`src/ggv_pkg.sv`:
```
// shared types, widths, register codes and arithmetic helpers of the variance filter
package ggv_pkg;

   localparam int SAMPLE_W    = 32;
   localparam int GAIN_W      = 32;
   localparam int VAR_W       = 48;
   localparam int VOL_W       = 24;
   localparam int HALF_W      = 24;
   localparam int SQ_SHIFT    = 16;
   localparam int FRAC_SHIFT  = 31;
   localparam int PART_W      = GAIN_W + HALF_W;
   localparam int WIDE_W      = PART_W + HALF_W;
   localparam int TERM_W      = WIDE_W - FRAC_SHIFT;
   localparam int SUM_W       = TERM_W + 3;
   localparam int SQRT_STAGES = VAR_W / 2;
   localparam int REM_W       = VOL_W + 2;
   localparam int CSR_IDX_W   = 3;
   localparam int CSR_DATA_W  = 48;

   localparam int QUEUE_DEPTH_DEF = 2;

   localparam logic [CSR_IDX_W-1:0] CSR_OMEGA       = 3'd0;
   localparam logic [CSR_IDX_W-1:0] CSR_ARCH        = 3'd1;
   localparam logic [CSR_IDX_W-1:0] CSR_PERSISTENCE = 3'd2;
   localparam logic [CSR_IDX_W-1:0] CSR_ASYMMETRY   = 3'd3;
   localparam logic [CSR_IDX_W-1:0] CSR_START       = 3'd4;
   localparam logic [CSR_IDX_W-1:0] CSR_FLOOR       = 3'd5;

   typedef struct packed {
      logic [VAR_W-1:0]  omega_term;
      logic [GAIN_W-1:0] arch_gain;
      logic [GAIN_W-1:0] persistence_gain;
      logic [GAIN_W-1:0] asymmetry_gain;
      logic [VAR_W-1:0]  start_variance;
      logic [VAR_W-1:0]  variance_floor;
   } ggv_cfg_type;

   localparam ggv_cfg_type CFG_RESET = '{
      omega_term:       48'd17592186,
      arch_gain:        32'd171798692,
      persistence_gain: 32'd1932735283,
      asymmetry_gain:   32'd107374182,
      start_variance:   48'd703687441777,
      variance_floor:   48'd175922
   };

   typedef struct packed {
      logic [VAR_W-1:0] variance_out;
      logic             floor_hit;
      logic             saturated;
   } ggv_result_type;

   typedef enum logic [1:0] {
      B_WAIT,
      B_TERM,
      B_SUM
   } ggv_back_state_type;

   // one partial product of a gain and half of a variance word
   function automatic logic [PART_W-1:0] mul_part(input logic [GAIN_W-1:0] gain,
                                                 input logic [HALF_W-1:0] half);
      return PART_W'(gain) * PART_W'(half);
   endfunction

   // joins the two partial products and drops the gain fraction
   function automatic logic [TERM_W-1:0] gain_term(input logic [PART_W-1:0] hi,
                                                  input logic [PART_W-1:0] lo);
      logic [WIDE_W-1:0] wide;
      wide = {hi, {HALF_W{1'b0}}} + WIDE_W'(lo);
      return wide[WIDE_W-1:FRAC_SHIFT];
   endfunction

endpackage

```
`src/ggv_queue.sv`:
```
// small first-in first-out queue between front and back
module ggv_queue #(
   parameter int DEPTH = ggv_pkg::QUEUE_DEPTH_DEF,
   parameter int WIDTH = ggv_pkg::SUM_W
) (
   input  logic             clock,
   input  logic             reset,
   input  logic             push,
   input  logic [WIDTH-1:0] push_data,
   input  logic             pop,
   output logic             full,
   output logic             not_empty,
   output logic [WIDTH-1:0] pop_data
);
   localparam int PTR_W = (DEPTH > 1) ? $clog2(DEPTH) : 1;
   localparam int CNT_W = $clog2(DEPTH + 1);

   logic [WIDTH-1:0] mem_ff [DEPTH];
   logic [PTR_W-1:0] wr_ptr_ff, wr_ptr_in;
   logic [PTR_W-1:0] rd_ptr_ff, rd_ptr_in;
   logic [CNT_W-1:0] count_ff, count_in;

   assign full      = (count_ff == CNT_W'(DEPTH));
   assign not_empty = (count_ff != '0);
   assign pop_data  = mem_ff[rd_ptr_ff];

   always_comb begin
      wr_ptr_in = wr_ptr_ff;
      rd_ptr_in = rd_ptr_ff;
      count_in  = count_ff;
      if (push) begin
         wr_ptr_in = (wr_ptr_ff == PTR_W'(DEPTH - 1)) ? '0 : wr_ptr_ff + PTR_W'(1);
      end
      if (pop) begin
         rd_ptr_in = (rd_ptr_ff == PTR_W'(DEPTH - 1)) ? '0 : rd_ptr_ff + PTR_W'(1);
      end
      if (push && !pop) begin
         count_in = count_ff + CNT_W'(1);
      end else if (pop && !push) begin
         count_in = count_ff - CNT_W'(1);
      end
   end

   always_ff @(posedge clock) begin
      if (reset) begin
         wr_ptr_ff <= '0;
         rd_ptr_ff <= '0;
         count_ff  <= '0;
      end else begin
         wr_ptr_ff <= wr_ptr_in;
         rd_ptr_ff <= rd_ptr_in;
         count_ff  <= count_in;
      end
   end

   always_ff @(posedge clock) begin
      if (push) begin
         mem_ff[wr_ptr_ff] <= push_data;
      end
   end

   a_count_bounded: assert property (@(posedge clock) disable iff (reset)
      count_ff <= CNT_W'(DEPTH))
      else $error("queue count beyond depth");

   a_no_pop_empty: assert property (@(posedge clock) disable iff (reset)
      pop |-> not_empty)
      else $error("queue popped while empty");

endmodule

```
`config.mk`:
```
export PLATFORM = sky130hd
export DESIGN_NAME = ggv_queue
export DESIGN_NICKNAME = d
export VERILOG_FILES = /design/src/ggv_pkg.sv /design/src/ggv_queue.sv
export SDC_FILE = /design/constraint.sdc
export NUM_CORES = 1
export LEC_CHECK = 0
export ABC_AREA = 1
export ABC_CLOCK_PERIOD_IN_PS = 3700
export BUFFER_PORTS_ARGS = -buffer_cell sky130_fd_sc_hd__buf_2
export CAP_MARGIN = 20
export CORE_UTILIZATION = 30
export CTS_BUF_LIST = sky130_fd_sc_hd__clkbuf_2
export DETAILED_ROUTE_END_ITERATION = 6
export GPL_ROUTABILITY_DRIVEN = 0
export GPL_TIMING_DRIVEN = 0
export PLACE_DENSITY_LB_ADDON = 0.15
export SYNTH_ARGS = -nofsm -noshare
export SYNTH_HDL_FRONTEND = slang
export SYNTH_SLANG_ARGS = --single-unit
```
`constraint.sdc`:
```
create_clock -name clock -period 3.7 [get_ports clock]
set_clock_uncertainty 0.15 [all_clocks]
set_input_delay 0.925 -clock clock [delete_from_list [all_inputs] [get_ports clock]]
set_output_delay 0.925 -clock clock [all_outputs]
set_load 0.01 [all_outputs]
```
Word-level counts from Yosys, hierarchy flattened

Memories as Yosys holds them, arrays and structs flattened. A register that Yosys moved wholly into a read port is not among the register bits.
Cells that the tools add are included.
W data, S select, Z words.

Memory bits (writable): 104
Output and inout bits: 54
Input bits: 56
Memories: 1
Register bits after elaboration: 4

Add/subtract/negate cells: 4
Mux-type cells: 8
Eq/ne operators: 1
Reductions and logical operators: 6

Memory list:

| memory | words | width | rd ports | clocked after memory_dff | write ports | RTL line        | RTL |
|---|---|---|---|---|---|---|---|
| mem_ff | 2     | 52    | 1        | 1                        | 1           | ggv_queue.sv:18 | `logic [WIDTH-1:0] mem_ff [DEPTH];` |

Operators with widths:

| cell                  | count |
|---|---|
| $mux W1               | 6 |
| $mux W2               | 2 |
| $reduce_bool A2 Y1    | 2 |
| $add A1 B1 Y1 const B | 2 |
| $add A2 B1 Y2 const B | 1 |
| $eq A2 B2 Y1 const B  | 1 |
| $logic_and A1 B1 Y1   | 2 |
| $logic_not A1 Y1      | 2 |
| $sub A2 B1 Y2 const B | 1 |

Depth between registers and ports, before layout

Depth in word-level cells: 4
Gate-level depth with buffers: 8
Depth with buffers taken out: 8

Least setup slack after synthesis

Ideal clock, no wire load.

Kind: input to register
Start: in push
End: mem mem_ff[0][0] in the netlist's numbering (enable)
Cell stages on the path: 2
Required time: 3087 ps
Setup slack: -62 ps
Arrival: 3148 ps
Setup time: 463 ps
Path through: inv_1 -> nor2_1

Longest elaborated chain between the ends: 2

Ends and longest elaborated chain:

| item                          | RTL line        | RTL |
|---|---|---|
| start, declared               | ggv_queue.sv:8  | `input logic push,` |
| $mux W1                       | ggv_queue.sv:57 | `if (push) begin` |
| $mux W1 (implied by the code) | ggv_queue.sv:58 | `mem_ff[wr_ptr_ff] <= push_data;` |
| end, declared                 | ggv_queue.sv:18 |  |

Every way passes these cells.

==> reports/results.txt <==
vias in the first global route -> 2,049
Final period util -> 76.7%
Setup crit start kind -> register
final setup fails -> 0
Synth Register Bits -> 109
peak supply drop -> 0.167 mV
H-tree depth -> 3
RR Startpoint -> wr_ptr_ff
max frequency -> 352 MHz
CP max FO -> 10
Worst EP required -> 2.62 ns
Chip Width -> 121 um
Rel. slew slack -> 64.9%
FF-to-FF path depth -> 3
CP endpoint kind -> primary output
CTS tree -> done
unrepaired setup endpoints after global routing -> false
CTS buffer count -> 9
DR WL/cell -> 14.2 um
vias per cell -> 4.12
initial core utilization -> 30.6%
Post-CTS Setup Bufs -> 0
CP Class -> reg -> out
largest net degree at the start of global routing -> 33
critical path depth -> 4
Leakage Power -> 2.08 nW
Slowest-stage cell, CP -> dfxtp_1
WHS Path Cells -> 1
EDFF count, synth -> 104
clock buffer depth -> 2
area share of the largest cell type after synthesis -> 73.8%
post_cts resized -> 0
Post-Synthesis Cells -> 195
synth top area cells -> edfxtp_1 74%, mux2_4 18%, buf_12 2.4%
most frequent cell after synthesis -> edfxtp_1
synthesis-to-finish area growth -> 22.9%
Overall Global Routing Usage -> 10.5%
Root Driver -> clkbuf_2
CP top delay family -> buffers and inverters
vias -> 2,074
pin slew with the least headroom to its limit -> 0.526 ns
Synth Cell Area -> 4230 sq um
fin nets -> 375
max-capacitance violation count -> 0
layout cells sized above 1 -> 58.2%
Synth Flop Type -> edfxtp_1
CP cell instances -> buf_6 -> buf_12 -> mux2_4 -> buf_2
Critical Path AT -> 1.76 ns
hold buffer count at CTS -> 0
Hold Crit Class -> in -> reg
final core occ -> 37.6%
I/O pins -> 110
WL final -> 7.17 mm
Power Density -> 458 nW/um^2
YS warnings -> 0
CORE AREA -> 13,800 sq um
antenna violations before repair -> 1
Critical Path Max Stage Delay -> 0.38 ns
Fillers -> 1,296
TritonCTS Sinks -> 109
syn avg cell area -> 21.7 sq um
Hold Path Origin -> push_data[43]
ANT nets after route -> 0
# DRC -> 0
Port Buffers -> 109
die area -> 14,600 sq um
grt total ovfl -> 0
Post-DP HPWL -> 4.68 mm
row cnt -> 43
Skew-Pair Late Insertion Delay -> 0.57 ns
Slew Viols, Final -> 0
Pwr Total -> 2.38 mW
Cell variety after synth -> 16
global-route wire length before repair -> 10.7 mm
Final Hold Fails -> 0
Buf/Inv on CP -> 3
initial drt markers -> 115
fraction of registers with async set/reset -> 0%
Post-Syn Nets -> 252
synth cell count leaders -> 104 x edfxtp_1, 50 x mux2_4, 9 x inv_1
outcome -> finished clean
final setup TNS -> 0 ns
clock transition at the registers of the reported paths -> 0.26 ns
dominant cell type by area after synthesis -> edfxtp_1
drt first pass iters -> 4
Seq/Total Area, Yosys -> 76.1%
Final Critical Period -> 2.84 ns
overall die height -> 121 um
==> flip-flops by register name, indices dropped and copies added, names as in the netlist, named ones only <==
name	flops
mem_ff	104
rd_ptr_ff	1
count_ff	2
wr_ptr_ff	1
==> final cells by class <==
class	count	area, sq um	share of cell area [%]
Timing Repair Buffer	112	606	11.6
Clock inverter	5	75.1	1.44
Buffer	6	111	2.14
Multi-Input combinational cell	71	873	16.8
Inverter	9	33.8	0.649
Sequential cell	109	3220	61.9
Tap cell	180	225	4.33
Antenna cell	1	2.50	0.0481
Clock buffer	11	55.1	1.06
==> worst paths after layout <==
| path | endpoint | slack [ns] |
|---|---|---|
| setup reg to reg | mem_ff[1][35] | 2.01 |
| hold / removal | mem_ff[0][43] | 0.36 |
| setup / recovery | pop_data[20] | 0.86 |
| hold reg to reg | rd_ptr_ff | 0.41 |
==> layer usage <==
layer,GRT usage (%),part of all wire (%),wire (um)
met1,12.0,43,3090
met2,16.6,49,3540
met3,2.97,4.6,330
met4,7.64,2.9,206
met5,0,0,0
==> kinds of logic (layout without fill, tap and decap cells) <==
logic type / count (synthesis) / count (layout) / synth area share (%)
compound gates: 2 / 2 / 0.236
xor+xnor: 1 / 1 / 0.207
flops: 109 / 109 / 76.1
mux: 52 / 52 / 18.3
buf+inv: 15 / 143 / 3.43
simple gates: 15 / 15 / 1.45
other cells: 0 / 1 / 0
fa+ha+maj: 1 / 1 / 0.295
==> cells in the final DEF, fill, tap and decap left out <==
cell type	n
buf_2	109
edfxtp_1	104
mux2_4	50
clkbuf_2	11
buf_12	8
inv_1	8
nand2_1	6
nor2_1	5
dfxtp_1	5
clkinv_2	3
mux2_2	2
bufinv_16	2
diode_2	1
buf_6	1
inv_2	1
nor2_4	1
o21ai_0	1
a21oi_1	1
xnor2_1	1
nor3_1	1
nand3_1	1
nand4_1	1
ha_1	1
==> where the power goes <==
group	switching (mW)	total [mW]	internal (mW)	leakage, nW
Sequential	0.0164	1.44	1.42	1.02
Clock	0.364	0.589	0.226	0.0857
Combinational	0.163	0.354	0.191	0.978
==> through the flow <==
stage	instances	hold slack, ns	instance area [sq um]	worst slack [ns]
after detailed placement	487	0.354	5070	1.34
after global placement	484	0.347	5010	-0.336
final	504	0.364	5200	0.862
after CTS	503	0.253	5200	0.734
after global routing	504	0.257	5200	0.709
after floorplan	195	0.330	4240	0.835
==> worst register-to-register path, delay by kind of cell, from the launching register on <==
family / cells / cell delay, ns
buffers and inverters: 2 / 0.70
DFF: 1 / 0.46
and+or+nand+nor: 1 / 0.09
Power figures use the tool's default switching activity.
