==> src/ggv_pkg.sv <==
// shared types, widths, register codes and arithmetic helpers of the variance filter
package ggv_pkg;

   localparam int SAMPLE_W    = 32;
   localparam int GAIN_W      = 32;
   localparam int VAR_W       = 48;
   localparam int VOL_W       = 24;
   localparam int HALF_W      = 24;
   localparam int SQ_SHIFT    = 16;
   localparam int FRAC_SHIFT  = 31;
   localparam int PART_W      = GAIN_W + HALF_W;
   localparam int WIDE_W      = PART_W + HALF_W;
   localparam int TERM_W      = WIDE_W - FRAC_SHIFT;
   localparam int SUM_W       = TERM_W + 3;
   localparam int SQRT_STAGES = VAR_W / 2;
   localparam int REM_W       = VOL_W + 2;
   localparam int CSR_IDX_W   = 3;
   localparam int CSR_DATA_W  = 48;

   localparam int QUEUE_DEPTH_DEF = 2;

   localparam logic [CSR_IDX_W-1:0] CSR_OMEGA       = 3'd0;
   localparam logic [CSR_IDX_W-1:0] CSR_ARCH        = 3'd1;
   localparam logic [CSR_IDX_W-1:0] CSR_PERSISTENCE = 3'd2;
   localparam logic [CSR_IDX_W-1:0] CSR_ASYMMETRY   = 3'd3;
   localparam logic [CSR_IDX_W-1:0] CSR_START       = 3'd4;
   localparam logic [CSR_IDX_W-1:0] CSR_FLOOR       = 3'd5;

   typedef struct packed {
      logic [VAR_W-1:0]  omega_term;
      logic [GAIN_W-1:0] arch_gain;
      logic [GAIN_W-1:0] persistence_gain;
      logic [GAIN_W-1:0] asymmetry_gain;
      logic [VAR_W-1:0]  start_variance;
      logic [VAR_W-1:0]  variance_floor;
   } ggv_cfg_type;

   localparam ggv_cfg_type CFG_RESET = '{
      omega_term:       48'd17592186,
      arch_gain:        32'd171798692,
      persistence_gain: 32'd1932735283,
      asymmetry_gain:   32'd107374182,
      start_variance:   48'd703687441777,
      variance_floor:   48'd175922
   };

   typedef struct packed {
      logic [VAR_W-1:0] variance_out;
      logic             floor_hit;
      logic             saturated;
   } ggv_result_type;

   typedef enum logic [1:0] {
      B_WAIT,
      B_TERM,
      B_SUM
   } ggv_back_state_type;

   // one partial product of a gain and half of a variance word
   function automatic logic [PART_W-1:0] mul_part(input logic [GAIN_W-1:0] gain,
                                                 input logic [HALF_W-1:0] half);
      return PART_W'(gain) * PART_W'(half);
   endfunction

   // joins the two partial products and drops the gain fraction
   function automatic logic [TERM_W-1:0] gain_term(input logic [PART_W-1:0] hi,
                                                  input logic [PART_W-1:0] lo);
      logic [WIDE_W-1:0] wide;
      wide = {hi, {HALF_W{1'b0}}} + WIDE_W'(lo);
      return wide[WIDE_W-1:FRAC_SHIFT];
   endfunction

endpackage

==> src/ggv_back.sv <==
// back sequencer: beta product on the previous variance, sum, clamp and floor
module ggv_back (
   input  logic                      clock,
   input  logic                      reset,
   input  ggv_pkg::ggv_cfg_type      cfg,
   input  logic                      q_not_empty,
   input  logic [ggv_pkg::SUM_W-1:0] q_data,
   output logic                      q_pop,
   input  logic                      sqrt_en,
   output logic                      handoff,
   output ggv_pkg::ggv_result_type   result
);
   import ggv_pkg::*;

   ggv_back_state_type state_ff, state_in;

   logic [SUM_W-1:0]  x_ff;
   logic [PART_W-1:0] pb_lo_ff, pb_hi_ff;
   logic [TERM_W-1:0] beta_t_ff;
   logic [VAR_W-1:0]  prior_ff;
   logic              primed_ff;

   logic [VAR_W-1:0]  prev;
   logic [SUM_W-1:0]  sum;
   logic              sat;
   logic [VAR_W-1:0]  clamped;
   logic              fl;

   assign prev = primed_ff ? prior_ff : cfg.start_variance;

   always_comb begin
      sum     = x_ff + SUM_W'(beta_t_ff);
      sat     = |sum[SUM_W-1:VAR_W];
      clamped = sat ? '1 : sum[VAR_W-1:0];
      fl      = clamped < cfg.variance_floor;
      result.variance_out = fl ? cfg.variance_floor : clamped;
      result.floor_hit    = fl;
      result.saturated    = sat;
   end

   always_comb begin
      state_in = state_ff;
      q_pop    = 1'b0;
      handoff  = 1'b0;
      case (state_ff)
         B_WAIT: begin
            if (q_not_empty) begin
               q_pop    = 1'b1;
               state_in = B_TERM;
            end
         end
         B_TERM: begin
            state_in = B_SUM;
         end
         B_SUM: begin
            if (sqrt_en) begin
               handoff  = 1'b1;
               state_in = B_WAIT;
            end
         end
         default: begin
            state_in = B_WAIT;
         end
      endcase
   end

   always_ff @(posedge clock) begin
      if (reset) begin
         state_ff  <= B_WAIT;
         primed_ff <= 1'b0;
         prior_ff  <= '0;
      end else begin
         state_ff <= state_in;
         if (handoff) begin
            primed_ff <= 1'b1;
            prior_ff  <= result.variance_out;
         end
      end
   end

   always_ff @(posedge clock) begin
      if (q_pop) begin
         x_ff     <= q_data;
         pb_lo_ff <= mul_part(cfg.persistence_gain, prev[HALF_W-1:0]);
         pb_hi_ff <= mul_part(cfg.persistence_gain, prev[VAR_W-1:HALF_W]);
      end
      if (state_ff == B_TERM) begin
         beta_t_ff <= gain_term(pb_hi_ff, pb_lo_ff);
      end
   end

   a_flags_exclusive: assert property (@(posedge clock) disable iff (reset)
      handoff |-> !(result.floor_hit && result.saturated))
      else $error("floor and saturation flagged together");

   a_above_floor: assert property (@(posedge clock) disable iff (reset)
      handoff |-> (result.variance_out >= cfg.variance_floor))
      else $error("variance below floor");

   a_prior_updated: assert property (@(posedge clock) disable iff (reset)
      handoff |=> (primed_ff && (prior_ff == $past(result.variance_out))))
      else $error("previous variance not taken from result");

endmodule

==> config.mk <==
export PLATFORM = sky130hd
export DESIGN_NAME = ggv_back
export DESIGN_NICKNAME = d
export VERILOG_FILES = /design/src/ggv_pkg.sv /design/src/ggv_back.sv
export SDC_FILE = /design/constraint.sdc
export NUM_CORES = 2
export LEC_CHECK = 0
export BUFFER_PORTS_ARGS = -buffer_cell sky130_fd_sc_hd__buf_2
export CORE_ASPECT_RATIO = 1.2
export CORE_MARGIN = 3
export CORE_UTILIZATION = 46
export CTS_CLUSTER_DIAMETER = 80
export DETAILED_ROUTE_END_ITERATION = 16
export GPL_ROUTABILITY_DRIVEN = 0
export PLACE_DENSITY_LB_ADDON = 0.08
export SYNTH_ARGS = -nofsm -noshare
export SYNTH_HDL_FRONTEND = slang
export SYNTH_SLANG_ARGS = --single-unit
==> constraint.sdc <==
create_clock -name clock -period 23.5 [get_ports clock]
set_clock_uncertainty 0.1 [all_clocks]
set_input_delay 0 -clock clock [delete_from_list [all_inputs] [get_ports clock]]
set_output_delay 0 -clock clock [all_outputs]
set_load 0.01 [all_outputs]
After elaboration in Yosys (flattened, before gate mapping)
Index checks and enable logic that the tools add are counted.
Word-level totals
  register bits: 264
  input bits: 296
  logic and storage cells: 29
Cells by class
  add/subtract/negate cells: 2
  multipliers: 2
  $lt $le $gt $ge: 1
  eq/ne operators: 4
  multiplexer cells: 10
  reductions and logical operators: 3
Operators with widths (count)
  $mux W48: 3
  $mul A32 B24 Y56: 2
  $add A80 B56 Y80: 1
  $add A52 B49 Y52: 1
  $lt A48 B48 Y1: 1
  $pmux W2 S3: 1
  $mux W1: 4
  $mux W2: 2
  $ne A2 B2 Y1 const B: 2
  $reduce_or A4 Y1: 1
  $eq A2 B1 Y1 const B: 1
  $eq A2 B2 Y1 const B: 1
  $logic_not A2 Y1: 1
  $reduce_and A2 Y1: 1

Depth between registers and ports, before layout
  word-level depth: 5
  depth in mapped cells: 31

Worst setup path before layout
Ideal clock, no wire load.
  kind: register to register
  start point: reg state_ff[1]
  end point: reg pb_hi_ff[0], enable pin
  arrival time: 10.662 ns
  setup slack: 11.888 ns
  cell stages (with the launch flop): 2
  buffers on the path: 0
  clock period less this slack: 11.612 ns
  cell sequence: dfxtp_1 -> nor3b_1
Between the ends
  word-level cells in the longest chain between the ends: 2
RTL lines
  start, declared: line ggv_back.sv:15  | ggv_back_state_type state_ff, state_in;
  start signal, assigned: line ggv_back.sv:73  | state_ff <= state_in;
  $logic_not A2 Y1: line ggv_back.sv:45  | case (state_ff)
  $mux W1: line ggv_back.sv:45
  via q_pop: line ggv_back.sv:8  | output logic q_pop,
  end signal, assigned: line ggv_back.sv:85  | pb_hi_ff <= mul_part(cfg.persistence_gain, prev[VAR_W-1:HALF_W]);
  end, declared: line ggv_back.sv:18  | logic [PART_W-1:0] pb_lo_ff, pb_hi_ff;
The timed path passes the listed nets, and every way through them passes these cells.
A chain may end at the register's enable or synchronous reset.

Final worst setup path
  start point: reg primed_ff
  end point: reg pb_lo_ff[47], data pin
Between the ends
  word-level cells in the longest chain between the ends: 2
RTL lines
  start, declared: line ggv_back.sv:21  | logic primed_ff;
  start signal, assigned: line ggv_back.sv:70  | primed_ff <= 1'b0;
  start signal, assigned: line ggv_back.sv:75  | primed_ff <= 1'b1;
  $mux W48: line ggv_back.sv:29  | assign prev = primed_ff ? prior_ff : cfg.start_variance;
  $mul A32 B24 Y56: line ggv_pkg.sv:62  | return PART_W'(gain) * PART_W'(half);
  end signal, assigned: line ggv_back.sv:84  | pb_lo_ff <= mul_part(cfg.persistence_gain, prev[HALF_W-1:0]);
  end, declared: line ggv_back.sv:18
Every way passes these cells.

==> reports/qor.yml <==
routing:
  ant_nets: 0
  drt-pass1-iter-count: 5
  routed_wl_um: 189700
  drc: 0
  wire_per_inst_um: 21.57
  num_vias: 47250
  drt_iter0_markers: 2539
  avgViaCountPerCell: 5.374
worst_setup_path:
  r2r_cells: 24
  crit_start: "primed_ff$_SDFFE_PP0P_"
  crit_type: "flop to flop"
  cp.required_ps: 23740
  crit_fanout: 48
  arrival_ps: 10180
  r2r-end: "pb_lo_ff[47]$_DFFE_PP_"
  r2r_slack_ps: 13560
  start_kind: "flop"
  regToRegStartpoint: "primed_ff$_SDFFE_PP0P_"
  worstSetupEndpointType: "flop"
synthesis:
  synth_ff_type: "edfxtp_1"
  yosysUniqueCellTypes: 82
  syn-instance-count: 6902
  synth_top_area_share_pct: 41.76
  ys_top_cells_by_count: "1511 x inv_1, 1316 x fa_1, 878 x nand2_1"
  yosys_register_bits: 240
  syn_area_um2: 63090
  yosys.area.top_type: "fa_1"
  synth-seq-area-share_pct: 10.61
  yosysWarnings: 0
  synth.avg_cell_area_um2: 9.141
  ys_top_cells_by_area: "fa_1 42%, ha_1 9.7%, edfxtp_1 9.0%"
  synth_most_common_cell: "inv_1"
  ys_async_sr_fraction_pct: 0
  synth_edf_count: 189
  syn_nets: 9001
sta:
  timing.setup.tns_ps: 0
  setup_viol: 0
  rsz0062_at_grt: "false"
  fmax_mhz: 100.6
  relSlewSlack_pct: 21.14
  report.final.slew_viol_count: 0
  hold_viol: 0
  worst_slew_pin_slew_ps: 1183
  finalCriticalPeriod_ps: 9936
  finalCritPeriodShare_pct: 42.28
floorplanning:
  core_area_um2: 135900
  std_cell_rows: 148
  die_height_um: 411.7
  initial_utilization_pct: 46.42
  num_io_pins: 348
  die_area_um2: 141600
  fp.dieW_um: 344.1
final_layout:
  fin_nets: 9064
  final_layout_size_suffix_gt1_share_pct: 6.097
  syn2layout_area_growth_pct: 7.207
global_route:
  track_usage_pct: 27.49
  grt_max_degree: 78
  grt_pass1_wl_um: 297300
  grt_pass1_vias: 50530
  antenna_found_initial: 13
  grt.overflow.total: 0
clocking:
  clkLatencyLatePin_ps: 580
  cts_resized: 0
  cts_tree: "built"
  clock-sinks: 240
  clockRootBuffer: "clkbuf_16"
  clk_pin_slew_worst_paths_ps: 60
  clockBufferDepth: 3
  htreeDepth: 1
  cts_buffers: 28
placed_design:
  port_buffers: 235
  hpwlAfterDp_um: 140400
worst_hold_path:
  hp-start: "q_data[29]"
  hold_end: "x_ff[29]$_DFFE_PP_"
  min_path_cells: 2
  min_path_type: "primary input to flop"
run:
  drv_cap: 0
outcome:
  status: "complete, no violations"
## worst max-delay path by stage
stage | to | slack [ps] | depth (start not counted)
after floorplan | pb_hi_ff[0]$_DFFE_PP_ | 11890 | 1
after global placement | pb_lo_ff[47]$_DFFE_PP_ | 13700 | 24
after detailed placement | pb_lo_ff[47]$_DFFE_PP_ | 13560 | 24
after CTS | pb_lo_ff[47]$_DFFE_PP_ | 13530 | 24
after global routing | pb_hi_ff[55]$_DFFE_PP_ | 13170 | 27
final | pb_lo_ff[47]$_DFFE_PP_ | 13560 | 24
## flip-flops by register name, summed over array words and instances (netlist names)
| signal | count |
|---|---|
| state_ff | 2 |
| primed_ff | 1 |
| x_ff | 52 |
| pb_lo_ff | 32 |
| pb_hi_ff | 56 |
| beta_t_ff | 49 |
| prior_ff | 48 |
## logic make-up after synthesis
family	count (synthesis)	share of synthesized area (%)
AND/OR/NAND/NOR	2145	17.00
buffers and inverters	1887	11.30
XOR/XNOR	168	2.332
multiplexers	50	0.8786
adder cells (fa/ha/maj)	1803	51.42
flip-flops	240	10.61
AO/OA/AOI/OAI	609	6.449
## critical path, stage by stage (launching register included)
cell	delay, ps
dfxtp_2	320
buf_4	650
mux2_2	1080
nand2_1	190
fa_1	570
inv_1	60
fa_1	590
fa_1	490
fa_1	550
fa_1	440
fa_1	490
inv_1	50
fa_1	500
inv_1	50
ha_1	340
nand4_1	210
a2111oi_0	1000
a31oi_1	220
buf_4	240
o21a_1	230
o21ai_1	260
a21oi_1	170
o21ai_1	270
a21oi_1	130
xnor2_1	360
## metrics by stage
step	cell area, um2	cells	hold slack, ps	setup WS (ps)	utilization [%]
2_1_floorplan	63090	6902	-1.131	11890	-
3_3_place_gp	65680	8631	77.98	13700	48.32
3_5_place_dp	65680	8631	78.38	13560	48.32
4_1_cts	67630	8787	1.042	13530	49.75
5_1_grt	67630	8788	23.04	13170	49.76
6_report	67640	8791	22.31	13560	49.76
## metal layers
layer | vias up | share of wire, % | routed length, um | GRT usage, %
li1 | 20890 | - | - | -
met1 | 24440 | 42 | 79780 | 37.16
met2 | 1565 | 48 | 90270 | 45.82
met3 | 340 | 6.3 | 11940 | 3.302
met4 | 10 | 4.0 | 7584 | 9.381
met5 | - | 0.042 | 79 | 0
## layout by cell type, fill, tap and decap left out, drive strengths merged, types with 30 or more instances in the layout
cell and count:
xnor2 112, xor2 56, dfxtp 51, a21oi 186, clkbuf 32, fa 1316, nor2 184, nor2b 200
dlygate4sd3 104, mux2 43, o31ai 30, nor3 41, edfxtp 189, nand2 878, inv 1518, o21ai 97
a21o 93, ha 487, nand4 40, nand3 41, and2 642, nand2b 45, buf 303
## area by class of cell
class / count / area, um2
Clock buffer: 32 / 737.0
Fill cell: 13160 / 68280
Timing Repair Buffer: 407 / 2740
Multi-Input combinational cell: 4775 / 49350
Sequential cell: 240 / 6698
Clock inverter: 20 / 167.7
Inverter: 1513 / 5682
Tap cell: 1800 / 2252
Antenna cell: 4 / 10.01
## timing repair
action | 4_1_cts | 5_1_grt
hold buffers | 104 | 0
setup buffers | 0 | 0
hold endpoints to repair | 102 | 0
Power is not shown: default switching activity piles up to over one toggle a cycle in this logic, so the estimate is an artifact.
