**src/ggv_pkg.sv**
```systemverilog
// shared types, widths, register codes and arithmetic helpers of the variance filter
package ggv_pkg;

   localparam int SAMPLE_W    = 32;
   localparam int GAIN_W      = 32;
   localparam int VAR_W       = 48;
   localparam int VOL_W       = 24;
   localparam int HALF_W      = 24;
   localparam int SQ_SHIFT    = 16;
   localparam int FRAC_SHIFT  = 31;
   localparam int PART_W      = GAIN_W + HALF_W;
   localparam int WIDE_W      = PART_W + HALF_W;
   localparam int TERM_W      = WIDE_W - FRAC_SHIFT;
   localparam int SUM_W       = TERM_W + 3;
   localparam int SQRT_STAGES = VAR_W / 2;
   localparam int REM_W       = VOL_W + 2;
   localparam int CSR_IDX_W   = 3;
   localparam int CSR_DATA_W  = 48;

   localparam int QUEUE_DEPTH_DEF = 2;

   localparam logic [CSR_IDX_W-1:0] CSR_OMEGA       = 3'd0;
   localparam logic [CSR_IDX_W-1:0] CSR_ARCH        = 3'd1;
   localparam logic [CSR_IDX_W-1:0] CSR_PERSISTENCE = 3'd2;
   localparam logic [CSR_IDX_W-1:0] CSR_ASYMMETRY   = 3'd3;
   localparam logic [CSR_IDX_W-1:0] CSR_START       = 3'd4;
   localparam logic [CSR_IDX_W-1:0] CSR_FLOOR       = 3'd5;

   typedef struct packed {
      logic [VAR_W-1:0]  omega_term;
      logic [GAIN_W-1:0] arch_gain;
      logic [GAIN_W-1:0] persistence_gain;
      logic [GAIN_W-1:0] asymmetry_gain;
      logic [VAR_W-1:0]  start_variance;
      logic [VAR_W-1:0]  variance_floor;
   } ggv_cfg_type;

   localparam ggv_cfg_type CFG_RESET = '{
      omega_term:       48'd17592186,
      arch_gain:        32'd171798692,
      persistence_gain: 32'd1932735283,
      asymmetry_gain:   32'd107374182,
      start_variance:   48'd703687441777,
      variance_floor:   48'd175922
   };

   typedef struct packed {
      logic [VAR_W-1:0] variance_out;
      logic             floor_hit;
      logic             saturated;
   } ggv_result_type;

   typedef enum logic [1:0] {
      B_WAIT,
      B_TERM,
      B_SUM
   } ggv_back_state_type;

   // one partial product of a gain and half of a variance word
   function automatic logic [PART_W-1:0] mul_part(input logic [GAIN_W-1:0] gain,
                                                 input logic [HALF_W-1:0] half);
      return PART_W'(gain) * PART_W'(half);
   endfunction

   // joins the two partial products and drops the gain fraction
   function automatic logic [TERM_W-1:0] gain_term(input logic [PART_W-1:0] hi,
                                                  input logic [PART_W-1:0] lo);
      logic [WIDE_W-1:0] wide;
      wide = {hi, {HALF_W{1'b0}}} + WIDE_W'(lo);
      return wide[WIDE_W-1:FRAC_SHIFT];
   endfunction

endpackage

```
**src/ggv_rsp_if.sv**
```systemverilog
// variance result channel
interface ggv_rsp_if;
   import ggv_pkg::*;

   logic             valid;
   logic             ready;
   logic [VAR_W-1:0] variance_out;
   logic [VOL_W-1:0] volatility_out;
   logic             floor_hit;
   logic             saturated;

   modport source (output valid, output variance_out, output volatility_out,
                   output floor_hit, output saturated, input ready);
   modport sink   (input valid, input variance_out, input volatility_out,
                   input floor_hit, input saturated, output ready);
endinterface

```
**src/ggv_sqrt.sv**
```systemverilog
// pipelined integer square root, two radicand bits a stage, its last stage driving the output
module ggv_sqrt (
   input  logic                    clock,
   input  logic                    reset,
   input  logic                    in_valid,
   input  ggv_pkg::ggv_result_type in_result,
   output logic                    en,
   ggv_rsp_if.source               rsp_chan
);
   import ggv_pkg::*;

   localparam int LAST = SQRT_STAGES - 1;

   logic           valid_ff  [SQRT_STAGES];
   logic [REM_W-1:0] rem_ff  [SQRT_STAGES];
   logic [VOL_W-1:0] root_ff [SQRT_STAGES];
   ggv_result_type res_ff    [SQRT_STAGES];

   logic           valid_prev [SQRT_STAGES];
   logic [REM_W-1:0] rem_prev [SQRT_STAGES];
   logic [VOL_W-1:0] root_prev [SQRT_STAGES];
   ggv_result_type res_prev   [SQRT_STAGES];

   // every stage holds while the finished result waits
   assign en = !valid_ff[LAST] || rsp_chan.ready;

   assign rsp_chan.valid          = valid_ff[LAST];
   assign rsp_chan.variance_out   = res_ff[LAST].variance_out;
   assign rsp_chan.volatility_out = root_ff[LAST];
   assign rsp_chan.floor_hit      = res_ff[LAST].floor_hit;
   assign rsp_chan.saturated      = res_ff[LAST].saturated;

   for (genvar k = 0; k < SQRT_STAGES; k++) begin : g_stage
      logic [REM_W+1:0] rem_ext;
      logic [REM_W+1:0] trial;
      logic             ge;

      if (k == 0) begin : g_head
         assign valid_prev[k] = in_valid;
         assign rem_prev[k]   = '0;
         assign root_prev[k]  = '0;
         assign res_prev[k]   = in_result;
      end else begin : g_body
         assign valid_prev[k] = valid_ff[k-1];
         assign rem_prev[k]   = rem_ff[k-1];
         assign root_prev[k]  = root_ff[k-1];
         assign res_prev[k]   = res_ff[k-1];
      end

      always_comb begin
         rem_ext = {rem_prev[k], res_prev[k].variance_out[VAR_W-1-2*k -: 2]};
         trial   = (REM_W+2)'({root_prev[k], 2'b01});
         ge      = rem_ext >= trial;
      end

      always_ff @(posedge clock) begin
         if (reset) begin
            valid_ff[k] <= 1'b0;
         end else if (en) begin
            valid_ff[k] <= valid_prev[k];
         end
      end

      always_ff @(posedge clock) begin
         if (en) begin
            rem_ff[k]  <= ge ? REM_W'(rem_ext - trial) : REM_W'(rem_ext);
            root_ff[k] <= {root_prev[k][VOL_W-2:0], ge};
            res_ff[k]  <= res_prev[k];
         end
      end
   end

   a_root_bound: assert property (@(posedge clock) disable iff (reset)
      rsp_chan.valid |-> ((VAR_W'(root_ff[LAST]) * VAR_W'(root_ff[LAST]))
                          <= res_ff[LAST].variance_out))
      else $error("volatility above square root of variance");

endmodule
```
**src/flat_wrapper.sv**
```systemverilog
// flat-port wrapper written by rule: the top's interface ports become plain ports
module ggv_sqrt_flat import ggv_pkg::*;
  (clock, reset, in_valid, in_result, en, rsp_chan_valid, rsp_chan_variance_out, rsp_chan_volatility_out, rsp_chan_floor_hit, rsp_chan_saturated, rsp_chan_ready);
  ggv_rsp_if rsp_chan_i ();
  input  logic clock;
  input  logic reset;
  input  logic in_valid;
  input  ggv_pkg::ggv_result_type in_result;
  output logic en;
  output wire logic [$bits(rsp_chan_i.valid)-1:0] rsp_chan_valid;
  output wire logic [$bits(rsp_chan_i.variance_out)-1:0] rsp_chan_variance_out;
  output wire logic [$bits(rsp_chan_i.volatility_out)-1:0] rsp_chan_volatility_out;
  output wire logic [$bits(rsp_chan_i.floor_hit)-1:0] rsp_chan_floor_hit;
  output wire logic [$bits(rsp_chan_i.saturated)-1:0] rsp_chan_saturated;
  input wire logic [$bits(rsp_chan_i.ready)-1:0] rsp_chan_ready;
  assign rsp_chan_valid = rsp_chan_i.valid;
  assign rsp_chan_variance_out = rsp_chan_i.variance_out;
  assign rsp_chan_volatility_out = rsp_chan_i.volatility_out;
  assign rsp_chan_floor_hit = rsp_chan_i.floor_hit;
  assign rsp_chan_saturated = rsp_chan_i.saturated;
  assign rsp_chan_i.ready = rsp_chan_ready;
  ggv_sqrt u_core (.clock(clock), .reset(reset), .in_valid(in_valid), .in_result(in_result), .en(en), .rsp_chan(rsp_chan_i));
endmodule
```
**config.mk**
```make
export PLATFORM = sky130hd
export DESIGN_NAME = ggv_sqrt_flat
export DESIGN_NICKNAME = d
export VERILOG_FILES = /design/src/ggv_pkg.sv /design/src/ggv_rsp_if.sv /design/src/ggv_sqrt.sv /design/src/flat_wrapper.sv
export SDC_FILE = /design/constraint.sdc
export NUM_CORES = 2
export LEC_CHECK = 0
export ABC_AREA = 1
export BUFFER_PORTS_ARGS = -buffer_cell sky130_fd_sc_hd__buf_2
export CORE_MARGIN = 10
export CORE_UTILIZATION = 35
export DETAILED_ROUTE_END_ITERATION = 8
export GPL_TIMING_DRIVEN = 0
export PLACE_DENSITY = 0.49
export SYNTH_ARGS = -nofsm -noshare
export SYNTH_HDL_FRONTEND = slang
export SYNTH_SLANG_ARGS = --single-unit
```
**constraint.sdc**
```tcl
create_clock -name clock -period 48.3 [get_ports clock]
set_input_delay 0 -clock clock [delete_from_list [all_inputs] [get_ports clock]]
set_output_delay 0 -clock clock [all_outputs]
set_load 0.03 [all_outputs]
```
# Yosys cells after proc, flatten, opt, wreduce, memory -nomap -nowiden
# Memory sizes are Yosys's and may differ from the RTL's.
# Cells that the tools add are included.
[classes]
add_sub_neg = 24
multipliers = 0
div_mod_pow = 0
order_cmp = 24
eq_ne = 0
shift = 0
muxes = 54
bitwise_logic = 24
reduce_logical = 2
[ops]
columns = ["operator", "n"]
rows = [
  ["28-bit by 26-bit >= comparator with 1-bit output", 23],
  ["26-bit two-way mux", 24],
  ["26-bit subtractor", 23],
  ["1-bit two-way mux", 30],
  ["1-bit bitwise OR", 24],
  ["2-bit by 1-bit subtractor with 3-bit output (second input constant)", 1],
  ["2-bit by 1-bit >= comparator with 1-bit output (second input constant)", 1],
  ["1-bit zero test", 1],
  ["1-bit logical OR", 1],
]
[word_totals]
ff_bits = 0
latchBits = 0
ram_bits = 2424
mem_bits_ro = 0
inputBits = 54
elab_cells = 132
mem_count = 4
[memory_table]
columns = ["name", "depth", "width", "rd", "rd_ports_with_merged_regs", "write_ports", "line", "text"]
rows = [
  ["u_core.res_ff", 24, 50, 24, 0, 24, "ggv_sqrt.sv:17", "ggv_result_type res_ff [SQRT_STAGES];"],
  ["u_core.rem_ff", 24, 26, 23, 0, 24, "ggv_sqrt.sv:15", "logic [REM_W-1:0] rem_ff [SQRT_STAGES];"],
  ["u_core.root_ff", 24, 24, 24, 0, 24, "ggv_sqrt.sv:16", "logic [VOL_W-1:0] root_ff [SQRT_STAGES];"],
  ["u_core.valid_ff", 24, 1, 24, 0, 24, "ggv_sqrt.sv:14", "logic valid_ff [SQRT_STAGES];"],
]

# Logic depth before layout (Yosys ltp)
# An unclocked memory read counts as a cell.
[logic_depth]
ltp_word = 7
mapped_depth = 16

# Worst setup path before layout
# No wires, ideal clock.
[synth_timing]
path_type = "input port to flip-flop"
from = "in rsp_chan_ready"
to = "mem u_core.valid_ff[0][0], data pin"
setup_ps = 147
t_arrival_ps = 50704
required_time_ps = 48153
setup_slack_ps = -2551
path_stages = 5
path_buffers = 1
cell_sequence = "inv_1 > nand2_1 > nand2_1 > clkbuf_1 > nor2_1"
[synth_lines]
columns = ["item", "line", "text"]
rows = [
  ["from (decl)", "flat_wrapper.sv:15", "input wire logic [$bits(rsp_chan_i.ready)-1:0] rsp_chan_ready;"],
  ["to (decl)", "ggv_sqrt.sv:14", ""],
]

==> impl_results.md <==
* Outcome: completed
* Leakage at 49.7 nW
* Cells after Synth at around 9500
* Classification of the worst setup path: reg -> out
* Most frequent cell after synthesis: sky130_fd_sc_hd__nand2_1
* Count of hold buffers inserted by post-cts repair at 104
* Cell area power density at 47.6 mW/mm^2
* Cells taking the most area after synthesis: sky130_fd_sc_hd__edfxtp_1 64%, sky130_fd_sc_hd__nand2_1 11%, sky130_fd_sc_hd__inv_1 6.0%, sky130_fd_sc_hd__ha_1 4.2%, sky130_fd_sc_hd__nor2_1 3.0%
* Arrival time of the worst setup path at 4.33 ns
* Met3 wire length at 10100 um
* Non-Filler Instances at 13914
* Clock Tree Root: sky130_fd_sc_hd__clkbuf_16
* Worst Hold Slack at between 0.15 and 0.2 ns
* Cell taking the most area after synthesis: sky130_fd_sc_hd__edfxtp_1
* CTS Buf Count at 238
* Wl on met1 at 112000 um
* Vias/cell at about 4.6
* Sum of net half-perimeters after detailed placement at 176000 um
* Placed insts at between 10000 and 15000
* Standard-cell rows at 194
* Total standard cell area after synthesis at 0.0979 sq mm
* Final count of negative-setup-slack endpoints at 0
* Part of the power in combinational logic at a little under a fifth
* Source-to-sink clock delay at the later pin of the worst-skew pair at 0.91 ns
* Die height at ~550 um
* Post-synthesis cell type count at 52
* Power after layout at between 5 and 6 mW
* Vias at 64523
* CP Capture Type: primary output
* Aggregate routed wire length at 237000 um
* Area of the die at 0.301 sq mm
* Maximum achievable frequency at approximately 230 MHz
* Setup repair after global routing missed its margin: no
* Post_cts resized at 0
* Number of buffers and inverters on the critical path at 5
* Final instance area at 0.113 sq mm
* Total of warnings raised by yosys at 0
* Drc violations at 0
* Relative contribution of sequential cells to total power at a little under half
* CP most frequent cell: sky130_fd_sc_hd__buf_16
* Placed instance area at 0.104 sq mm
* Via count of the first global-routing pass at between 60000 and 70000
* Clock sink count at between 2000 and 2500
* Uppermost metal layer occupied by signal nets: met4
* Largest net degree at the start of global routing at 131
* Switching power summed over all nets at 1.64 mW
* Layout net count at just over 10000
* FF-to-FF Start: u_core.valid_ff[2][7]
* Multi-input gate area in the final layout at between 0.02 and 0.03 sq mm
* Flip-flop cell with the highest count after synthesis: sky130_fd_sc_hd__edfxtp_1
* Startpoint type of the worst setup path: register
* Startpoint of the most critical hold path: rsp_chan_ready
* Worst slew slack as a fraction of its limit at 26.3%
* Clock Skews at 0.0574 ns
* TritonRoute pass-1 iters at 6
* Standard cell with the maximum stage delay on the critical path: sky130_fd_sc_hd__nand2_8
* Clock slew at reported path FFs at 0.06 ns
* Post-synthesis register bit count at 2087
* IO buf count at between 100 and 150
* Top Ports at 130
* Total of fill cells in the finished design at 27046
* Net count of the mapped netlist at 9873
* Maximum clock path buffer count at 4
* Violation count after the first detailed-routing iteration at 4772
* Post-route minimum period at 4.33 ns
* Detail Route met2 WL at ~110000 um
* Most frequent cells after synthesis: 2784 x sky130_fd_sc_hd__nand2_1, 2087 x sky130_fd_sc_hd__edfxtp_1, 1552 x sky130_fd_sc_hd__inv_1
* Global-route wire length before repair at between 300000 and 400000 um
* Number of enable flip-flop cells after synthesis at ~2100
* Area taken by flip-flops and latches at around 0.063 sq mm
* Final hold viol count at 0
* Aggregate negative setup slack at 0 ns
* Sequential-to-total area share from yosys stat at ~64%
* Number of routed nets with antenna violations at 0
* Number of H-tree branching levels at 4
* Mapped Avg Cell Area at 10.3 sq um
* Max-capacitance violation count at 0
* Portion of synthesized cell area occupied by the leading cell type at 64.0%
* GRT Util Overall at 15.2%
* Critical Path, Cell by Cell: nand2_8, buf_16, buf_16, buf_16, buf_16, buf_2
* Number of antenna violations at the first check in global routing at 1
* Min-Delay Path Class: in -> reg
* Worst Path Required at 48.30 ns
* Post-CTS setup repair buffer count at 0
* Layout area overhead at 15.1%
* Transition at the pin with the smallest max-transition slack at 1.10 ns
* Fraction of registers with async set/reset at 0%
* Launching instance or port of the critical path: u_core.valid_ff[2][7]
* Die Width at approximately 550 um
* Fin crit share at 8.97%
* Maximum ir drop on the vdd rail at 33.3 uV
* Clock tree from TritonCTS: yes
* Switching share of total power at between 30% and 40%
* Cell internal pwr at 3.72 mW
* Delay of the slowest critical-path stage at 0.57 ns
* GP Congestion at between 0.8 and 0.9
* Starting density of the core at between 30% and 40%
* Ratio of cells with drive above 1 in the final layout at between 7 and 8%
* Drt wl/cell at 17.0 um
* Top cell family by delay on the critical path: buffers and inverters
* Clock group share of total power at 33.8%
* Global route overflow at 0
* Core ar. at 0.279 sq mm
* Count of pins over their slew limit at 0
* CP max FO at 126
-- final timing paths --
path                            slack [ns]               endpoint  cells past startpoint
worst max-delay path                 43.97                     en                      6
worst min-delay path                  0.16  u_core.res_ff[2][363]                      3
worst max register to register       44.11   u_core.res_ff[0][40]                      6
worst min register to register        0.39  u_core.res_ff[0][159]                      0
-- placed cells by master (no fill, tap or decap), types with 10 or more instances in the layout --
| cell | synthesis | routed |
|---|---|---|
| sky130_fd_sc_hd__nor3_1 | 66 | 66 |
| sky130_fd_sc_hd__nand3b_1 | 63 | 63 |
| sky130_fd_sc_hd__nand2_2 | 21 | 21 |
| sky130_fd_sc_hd__inv_6 | 0 | 18 |
| sky130_fd_sc_hd__o211ai_1 | 10 | 10 |
| sky130_fd_sc_hd__nor4_1 | 10 | 10 |
| sky130_fd_sc_hd__nand2_1 | 2784 | 2783 |
| sky130_fd_sc_hd__o21bai_1 | 18 | 18 |
| sky130_fd_sc_hd__nor2_1 | 770 | 770 |
| sky130_fd_sc_hd__nor2_2 | 26 | 26 |
| sky130_fd_sc_hd__buf_2 | 8 | 137 |
| sky130_fd_sc_hd__clkbuf_1 | 3 | 27 |
| sky130_fd_sc_hd__clkbuf_16 | 0 | 241 |
| sky130_fd_sc_hd__ha_1 | 326 | 326 |
| sky130_fd_sc_hd__clkinv_2 | 0 | 44 |
| sky130_fd_sc_hd__inv_2 | 14 | 14 |
| sky130_fd_sc_hd__a21oi_2 | 28 | 28 |
| sky130_fd_sc_hd__buf_16 | 0 | 18 |
| sky130_fd_sc_hd__clkinvlp_4 | 0 | 20 |
| sky130_fd_sc_hd__buf_4 | 79 | 79 |
| sky130_fd_sc_hd__o21ai_0 | 211 | 211 |
| sky130_fd_sc_hd__buf_6 | 25 | 25 |
| sky130_fd_sc_hd__nand3_1 | 507 | 507 |
| sky130_fd_sc_hd__xor2_1 | 98 | 98 |
| sky130_fd_sc_hd__o21ai_1 | 78 | 78 |
| sky130_fd_sc_hd__a21oi_1 | 321 | 321 |
| sky130_fd_sc_hd__bufinv_16 | 0 | 28 |
| sky130_fd_sc_hd__xnor2_1 | 122 | 122 |
| sky130_fd_sc_hd__clkinv_1 | 2 | 54 |
| sky130_fd_sc_hd__dlygate4sd3_1 | 0 | 104 |
| sky130_fd_sc_hd__edfxtp_1 | 2087 | 2087 |
| sky130_fd_sc_hd__nand4_1 | 161 | 161 |
| sky130_fd_sc_hd__or2_2 | 16 | 16 |
| sky130_fd_sc_hd__inv_1 | 1552 | 1552 |
-- layout make-up --
cell class	count	share of cell area (%)
Timing Repair Buffer	251	1.94
Tap cell	3724	4.13
Clock inverter	178	1.60
Sequential cell	2087	55.6
Buffer	117	0.844
Clock buffer	265	5.43
Inverter	1571	5.24
Multi-Input combinational cell	5718	25.2
Antenna cell	3	0.00666
-- layer usage --
metal  GRT usage, %  up-vias
met3           1.99      351
li1               -    32383
met5              0        -
met1           21.5    30468
met2           24.7     1321
met4           4.02        0
-- cells by family (layout without fill, tap and decap cells) --
| group | count (synthesis) | in the layout | share of synthesized area (%) |
|---|---|---|---|
| buffers and inverters | 1688 | 2382 | 7.00 |
| and+or+nand+nor | 4476 | 4476 | 19.0 |
| AOI/OAI and AO/OA | 695 | 695 | 3.84 |
| other | 1 | 4 | 0.00383 |
| xor gates and xnor gates | 220 | 220 | 1.97 |
| adders and majority gates | 326 | 326 | 4.17 |
| DFF | 2087 | 2087 | 64.0 |
-- registers in the layout (all words and copies together), names as in the netlist --
name             cells
u_core.rem_ff      563
u_core.res_ff     1200
u_core.root_ff     300
u_core.valid_ff     24
-- power by group through the flow --
stage	logic, mW	clock network (mW)	registers (mW)
finish	1.03	1.81	2.52
CTS	1.04	1.89	2.53
global placement	1.03	0	2.56
detailed placement	1.03	0	2.56
global route	1.18	1.96	2.55
floorplan	0.746	0	2.45
-- worst register-to-register path, stage by stage (launching register included) --
cell                       delay (ns)
sky130_fd_sc_hd__edfxtp_1        0.48
sky130_fd_sc_hd__nand2_8         0.57
sky130_fd_sc_hd__buf_16          0.44
sky130_fd_sc_hd__buf_16          0.53
sky130_fd_sc_hd__buf_16          0.57
sky130_fd_sc_hd__buf_16          0.53
sky130_fd_sc_hd__buf_16          0.57
-- stage by stage --
step / setup slack, ns / utilization, %
after detailed placement: 43.99 / 37.2
after global placement: 7.60 / 37.0
after global routing: 43.56 / 40.4
after floorplan: 19.42 / -
final: 43.97 / 40.4
after CTS: 43.74 / 40.4
Power figures use the tool's default switching activity.
